<file path="src/rtl/palette_chroma_key_hasher_unit_defines.svh">
// assertion macros for the palette chroma key hasher
// used by the top level, no other dependencies
`ifndef PALETTE_CHROMA_KEY_HASHER_UNIT_DEFINES_SVH
`define PALETTE_CHROMA_KEY_HASHER_UNIT_DEFINES_SVH

// same-cycle implication, disabled in reset
`define PCHK_ASSERT_NOW(label, clk, rst, ante, cons) \
   label: assert property (@(posedge clk) disable iff (rst) (ante) |-> (cons)) \
      else $error("pchk assertion failed");

// next-cycle implication, disabled in reset
`define PCHK_ASSERT_NEXT(label, clk, rst, ante, cons) \
   label: assert property (@(posedge clk) disable iff (rst) (ante) |=> (cons)) \
      else $error("pchk assertion failed");

`endif

</file>
<file path="src/rtl/pchk_pkg.sv">
// shared types, codes and constants for the palette chroma key hasher
// no dependencies
`default_nettype none

package pchk_pkg;

   localparam int PALETTE_ENTRIES = 256;
   localparam int ADDR_W          = (PALETTE_ENTRIES > 2) ? $clog2(PALETTE_ENTRIES) : 1;
   localparam int INDEX_W         = 8;
   // compare width covering both the index field and the entry count
   localparam int CMP_W           = ((ADDR_W > INDEX_W) ? ADDR_W : INDEX_W) + 1;
   localparam int WORD_W          = 32;
   localparam int KEY_W           = 24;
   localparam int CSR_IDX_W       = 2;

   localparam logic [WORD_W-1:0] RGB_MASK   = 32'h00ff_ffff;
   localparam logic [WORD_W-1:0] ALPHA_MASK = 32'hff00_0000;

   // item action codes
   localparam logic [1:0] ACT_WRITE = 2'd0;
   localparam logic [1:0] ACT_APPLY = 2'd1;
   localparam logic [1:0] ACT_READ  = 2'd2;

   // register indexes
   localparam logic [CSR_IDX_W-1:0] REG_KEY_COLOUR  = 2'd0;
   localparam logic [CSR_IDX_W-1:0] REG_KEY_ENABLE  = 2'd1;
   localparam logic [CSR_IDX_W-1:0] REG_ALPHA_ONLY  = 2'd2;

   // result kinds
   localparam logic RK_HASH  = 1'b0;
   localparam logic RK_ENTRY = 1'b1;

   typedef enum logic [1:0] {
      ST_IDLE,
      ST_READ,
      ST_WALK,
      ST_RESP
   } state_type;

   typedef struct packed {
      logic              en;
      logic [ADDR_W-1:0] addr;
      logic [WORD_W-1:0] data;
   } pchk_wr_type;

   typedef struct packed {
      logic [KEY_W-1:0] colour;
      logic             enable;
      logic             alpha_only;
   } pchk_key_cfg_type;

endpackage

`default_nettype wire

</file>
<file path="src/rtl/pchk_key_hash.sv">
// shared keying and rotate-add hash step, with the hash accumulator
// depends on pchk_pkg
`default_nettype none

module pchk_key_hash
   import pchk_pkg::*;
(
   input  wire logic              clock,
   input  wire logic              reset,
   input  wire logic              clear,
   input  wire logic              step,
   input  wire pchk_key_cfg_type  cfg,
   input  wire logic [WORD_W-1:0] entry,
   output logic      [WORD_W-1:0] keyed,
   output logic      [WORD_W-1:0] hash
);

   logic [WORD_W-1:0] hash_ff;
   logic [WORD_W-1:0] hash_in;
   logic [WORD_W-1:0] term;
   logic              match;

   // chroma key compare on the colour bits
   always_comb begin
      match = cfg.enable && (entry[KEY_W-1:0] == cfg.colour);
      keyed = match ? (entry & RGB_MASK) : (entry | ALPHA_MASK);
      term  = cfg.alpha_only ? (keyed & ALPHA_MASK) : keyed;
   end

   // rotate left by five then add
   always_comb begin
      hash_in = hash_ff;
      if (clear) begin
         hash_in = '0;
      end else if (step) begin
         hash_in = {hash_ff[WORD_W-6:0], hash_ff[WORD_W-1:WORD_W-5]} + term;
      end
   end

   always_ff @(posedge clock) begin
      if (reset) begin
         hash_ff <= '0;
      end else begin
         hash_ff <= hash_in;
      end
   end

   assign hash = hash_ff;

endmodule

`default_nettype wire

</file>
<file path="config.mk">
export PLATFORM = sky130hd
export DESIGN_NAME = pchk_key_hash
export DESIGN_NICKNAME = d
export VERILOG_FILES = /design/src/rtl/palette_chroma_key_hasher_unit_defines.svh /design/src/rtl/pchk_pkg.sv /design/src/rtl/pchk_key_hash.sv
export SDC_FILE = /design/constraint.sdc
export NUM_CORES = 1
export LEC_CHECK = 0
export BUFFER_PORTS_ARGS = -buffer_cell sky130_fd_sc_hd__buf_2
export CORE_UTILIZATION = 51
export DETAILED_ROUTE_END_ITERATION = 10
export GPL_ROUTABILITY_DRIVEN = 0
export PLACE_DENSITY_LB_ADDON = 0.12
export SLEW_MARGIN = 20
export SYNTH_ARGS = -nofsm -noshare
export SYNTH_HDL_FRONTEND = slang
export SYNTH_SLANG_ARGS = --single-unit
</file>
<file path="constraint.sdc">
create_clock -name clock -period 4.2 [get_ports clock]
set_input_delay 0.84 -clock clock [delete_from_list [all_inputs] [get_ports clock]]
set_output_delay 0.84 -clock clock [all_outputs]
set_load 0.02 [all_outputs]
</file>
==> impl_metrics.ini, run 1 <==
[logic_synthesis]
post-synth-top-count-cell = nand2_1
synthTopCellsByCount = nand2_1 (44), buf_4 (34), nor2_1 (34)
synth_cell_types = 66
syn_area_per_cell_um2 = 7.592
syn_area_um2 = 3576
ys_warn_count = 0
synth_nets = 565
synthArstFlopShare_pct = 0
syn_inst = 471
yosysTopAreaCellShare_pct = 17.91
yosysSeqAreaShare_pct = 17.91
synth_edf_count = 0
yosysTopAreaCell = dfxtp_1
netlist_top_cells_area = dfxtp_1 (18%), ha_1 (11%), buf_4 (7.1%)
synth_seq_cells = 32
synthFlopType = dfxtp_1

[place]
pre_cts_ws_ns = 0.4299
port_buffers = 117
dp_hpwl_mm = 8.262

[global_routing]
antenna_found_initial = 0
grt_use_total_pct = 29.18
grt_max_degree = 25
grt_pass1_wl_mm = 16.74
grt_pass1_vias = 3481
grt_overflow_total = 0

[hold_path]
hold_depth = 2
min-delay-start = hash[25]$_SDFFE_PP0P_
hp-class = register to register
holdPathEnd = hash[25]$_SDFFE_PP0P_

[power_and_ir_drop]
power.share.clock_pct = 30.1
p_sw_share_pct = 34.90
irDropWorstVdd_mv = 0.1332
seqPwrFrac_pct = 36.9
p_sw_mw = 0.3094
p_total_mw = 0.8864
power.share.combinational_pct = 33.0
power.internal_mw = 0.5770
power_density_nw_per_um2 = 217.5
leakagePower_nw = 1.900

[clock_network]
root_buffer = clkbuf_8
cts_buffers = 5
numClockSinks = 32
insertion_delay_ns = 0.29
clk_path_buf_depth = 2
path_clk_slew_ns = 0.07
cts-resized-gates = 0
cts_hold_buf = 0
cts_setup_buffers = 0
htreeDepth = 2
cts_tree = built

[layout]
syn_to_final_growth_pct = 13.96
largest_reg_flops = 32
nets = 644
drive_above_1_share_pct = 26.00
final_core_util_pct = 59.98
antennaDiodeCount = 0

[worst_setup_path]
cp.arrival_ns = 3.75
path_buf_inv = 2
r2r_cells = 10
worst_path_max_delay_cell = or4_1
crit_top_cell = nand4_1
endpoint_kind = register
slowest_delay_ns = 0.50
ff2ff_setup_slack_ns = 1.59
cp-start-kind = input port
cpLargestDelayFamily = simple AND/OR/NAND/NOR gates
critPathMaxFanout = 16
path_cells = buf_2, xnor2_1, nand4_1, nor4_1, nand4_1, buf_4, ha_1, a211oi_1, o21ai_0, a221o_1, or4_1, nand3_1
r2r_start = hash[27]$_SDFFE_PP0P_
rr_endpoint = hash[16]$_SDFFE_PP0P_
required_ns = 4.43
crit_type = input port to register

[sta]
tightest_slew_ns = 0.7453
holdWs_ns = 0.4740
fin_setup_tns_ns = 0
slew_viol_final = 0
slew_headroom_pct = 50.19
fin_skew_ns = 0.008538
hold_viol_final = 0
setup_ws_ns = 0.6834
finalCritPeriodShare_pct = 83.73
finalSetupViolCount = 0
fmax_mhz = 284.4
finalCriticalPeriod_ns = 3.517
rsz0062_at_grt = false

[drt]
dr.pass1.iters = 4
wl_per_cell_um = 16.32
via_per_inst = 5.836
wl_mm = 10.54
final_antenna_net_count = 0
vias = 3770
drc = 0
drt_iter0_drc = 174

[floorplanning]
pin_count = 126
core-area_um2 = 6794
die_y_um = 85.74
die_area_um2 = 7350
die_x_um = 85.74
rows = 30
start_util_pct = 52.63

[flow_run]
timing.max_cap.violations = 0

[outcome]
status = complete, no violations
==> metal layers <==
metal / wire length (um) / vias to the layer above / global-route usage, %
met5: 0 / - / 0
met4: 170 / 0 / 8.485
met3: 681 / 17 / 4.139
met2: 4917 / 181 / 49.24
met1: 4771 / 1753 / 38.73
li1: - / 1819 / -
==> how the worst max path moves through the flow <==
stage / to / slack, ns / cells after the start / start
detailed placement: hash[31]$_SDFFE_PP0P_ / 0.43 / 12 / entry[1]
finish: hash[31]$_SDFFE_PP0P_ / 0.68 / 12 / entry[1]
CTS: hash[31]$_SDFFE_PP0P_ / 0.72 / 12 / entry[1]
floorplan: hash[31]$_SDFFE_PP0P_ / 0.32 / 11 / cfg[10]
global placement: hash[31]$_SDFFE_PP0P_ / 0.48 / 13 / entry[1]
global route: hash[31]$_SDFFE_PP0P_ / 0.52 / 12 / entry[9]
==> final cells by class <==
class | count | area, um2
Fill cell | 620 | 2719
Multi-Input combinational cell | 374 | 2554
Sequential cell | 32 | 640.6
Timing Repair Buffer | 118 | 593.1
Tap cell | 96 | 120.1
Clock buffer | 7 | 96.34
Inverter | 19 | 71.32
==> per-stage QoR <==
step,cells,area (um2)
floorplan,471,3576
global placement,639,3979
detailed placement,639,3979
CTS,646,4075
global route,646,4075
finish,646,4075
==> kinds of logic after synthesis <==
group / Yosys count / synth area share (%)
flip-flops: 32 / 17.91
adder cells (fa/ha/maj): 32 / 11.41
AO/OA/AOI/OAI: 133 / 25.26
XOR/XNOR: 43 / 10.53
buffers and inverters: 65 / 10.67
multiplexers: 7 / 1.959
AND/OR/NAND/NOR: 159 / 22.25
==> cell usage in the layout, fill, tap and decap left out, types with 5 or more instances in the layout <==
master	synthesis	final
nor2_1	34	34
nand2_1	44	44
o21ai_0	18	18
a21oi_1	33	33
o21a_1	6	6
nand4_1	7	7
inv_1	19	19
xor2_1	18	18
o21ai_1	11	11
nor2b_1	24	24
clkbuf_8	0	7
dfxtp_1	32	32
a21o_1	11	11
xnor2_1	25	25
ha_1	31	31
nand3_1	10	10
a31oi_1	7	7
mux2i_1	7	7
a211oi_1	8	8
buf_2	2	117
nor3_1	9	9
o211ai_1	5	5
==> tightest hold or removal path, stage by stage (launching register included) <==
cell and delay [ns]:
dfxtp_1 0.33, nand2_1 0.05, o21ai_1 0.05
==> power groups by stage <==
| stage | clock network, mW | registers, mW | logic (mW) |
|---|---|---|---|
| after global placement | 0 | 0.334 | 0.284 |
| final | 0.267 | 0.327 | 0.293 |
| after detailed placement | 0 | 0.334 | 0.288 |
| after global routing | 0.288 | 0.329 | 0.318 |
| after floorplan | 0 | 0.346 | 0.198 |
| after CTS | 0.274 | 0.328 | 0.290 |
(Power assumes the default switching activity.)
==> run 2, diff against run 1 <==
==> constraint.sdc (replaced) <==
create_clock -name clock -period 3.4 [get_ports clock]
set_input_delay 0.68 -clock clock [delete_from_list [all_inputs] [get_ports clock]]
set_output_delay 0.68 -clock clock [all_outputs]
set_load 0.02 [all_outputs]
==> run 2 against run 1 <==
Effect of this change:
- design area increased by 6.5%
- power increased by 28%
- clock-buffer cell count unchanged
- die area unchanged
- sequential cell count unchanged
- final cell count increased by 4.5%
- via count increased by 0.72%
- non-clock buffer count increased by 29
- largest power group unchanged
==> impl_metrics.ini, run 2 (same netlist as run 1, synthesis figures left out) <==
[global_routing]
grt_overflow_total = 0
grt_pass1_wl_mm = 16.80
grt_use_total_pct = 29.23
grt_pass1_vias = 3530
antenna_found_initial = 0
grt_max_degree = 24

[floorplanning]
die_y_um = 85.74
die_x_um = 85.74
core-area_um2 = 6794
die_area_um2 = 7350
rows = 30
start_util_pct = 52.63
pin_count = 126

[layout]
antennaDiodeCount = 0
syn_to_final_growth_pct = 21.41
drive_above_1_share_pct = 31.26
final_cell_mix = buf_2 (117), nand2_1 (44), nor2_1 (34), a21oi_1 (32), dfxtp_1 (32)
nets = 673
largest_reg_flops = 32
final_common_cell = buf_2

[clock_network]
root_buffer = clkbuf_8
cts-resized-gates = 0
path_clk_slew_ns = 0.07
clk_path_buf_depth = 2
cts_tree = built
cts_setup_buffers = 0
insertion_delay_ns = 0.29
htreeDepth = 2
cts_buffers = 5
cts_hold_buf = 0
numClockSinks = 32

[drt]
dr.pass1.iters = 4
wl_per_cell_um = 15.76
final_antenna_net_count = 0
via_per_inst = 5.625
drc = 0
vias = 3797
wl_mm = 10.64
drt_iter0_drc = 170

[sta]
fin_skew_ns = 0.008529
slew_viol_final = 0
holdWs_ns = 0.4792
fmax_mhz = 312.5
setup_ws_ns = 0.1995
rsz0062_at_grt = false
finalSetupViolCount = 0
finalCriticalPeriod_ns = 3.200
slew_headroom_pct = 61.43
tightest_slew_ns = 0.5779
hold_viol_final = 0
finalCritPeriodShare_pct = 94.13

[worst_setup_path]
path_depth = 12
path_cells = buf_2, xnor2_2, nand4_1, nor4_1, nand4_1, buf_4, ha_1, a211oi_1, o21ai_0, a221o_1, or4_1, nand3_1
critPathMaxFanout = 15
endpoint_kind = register
crit_type = input port to register
cp-start-kind = input port
cpLargestDelayFamily = simple AND/OR/NAND/NOR gates
crit_top_cell = nand4_1
path_buf_inv = 2
slowest_delay_ns = 0.49
cp.arrival_ns = 3.43
worst_path_max_delay_cell = or4_1
r2r_cells = 10
required_ns = 3.63

[flow_run]
timing.max_cap.violations = 0

[hold_path]
hp-class = register to register
hold_depth = 2

[power_and_ir_drop]
leakagePower_nw = 2.059
p_total_mw = 1.133
power_density_nw_per_um2 = 260.8
irDropWorstVdd_mv = 0.1140

[outcome]
status = complete, no violations

[place]
dp_hpwl_mm = 8.554
port_buffers = 117
pre_cts_ws_ns = -0.09255
run 2: where the power goes:
group / internal [mW] / switching (mW) / leakage [nW] / total, mW
Combinational: 0.166 / 0.226 / 1.75 / 0.392
Sequential: 0.390 / 0.0147 / 0.260 / 0.404
Clock: 0.181 / 0.156 / 0.0503 / 0.337
run 2: final cells by class:
cell class,count,area [um2]
repair buffers,147,810.8
inverters,19,71.32
clock buffers,7,96.34
flip-flops and latches,32,640.6
multi-input cells,374,2603
well taps,96,120.1
fillers,627,2452
run 2: worst paths after layout:
path	start	to	slack, ns
worst min register to register	hash[16]$_SDFFE_PP0P_	hash[16]$_SDFFE_PP0P_	0.48
worst min-delay path	hash[16]$_SDFFE_PP0P_	hash[16]$_SDFFE_PP0P_	0.48
worst max register to register	hash[27]$_SDFFE_PP0P_	hash[16]$_SDFFE_PP0P_	0.88
worst max-delay path	cfg[10]	hash[31]$_SDFFE_PP0P_	0.20
run 2: worst register-to-register path, stage by stage, from the launching register on:
cell	delay [ns]
dfxtp_1	0.38
ha_1	0.21
inv_1	0.06
fa_1	0.37
and2b_1	0.26
o2111a_2	0.23
nor2_2	0.07
o31a_1	0.32
o31ai_2	0.26
xnor2_1	0.18
o21ai_1	0.08
run 2: stage by stage:
| stage | utilization (%) | instance area (um2) | std cells | TNS [ns] |
|---|---|---|---|---|
| floorplan | - | 3625 | 471 | -0.4828 |
| global placement | 62.49 | 4245 | 668 | -0.07798 |
| detailed placement | 62.49 | 4245 | 668 | -0.09255 |
| CTS | 63.90 | 4342 | 675 | 0 |
| global route | 63.90 | 4342 | 675 | 0 |
| finish | 63.90 | 4342 | 675 | 0 |
run 2: metal layers:
layer / vias up / part of all wire, % / GRT usage, %
li1: 1877 / - / -
met1: 1764 / 46 / 38.88
met2: 140 / 47 / 49.75
met3: 16 / 5.4 / 3.850
met4: 0 / 1.4 / 7.879
met5: - / 0 / 0
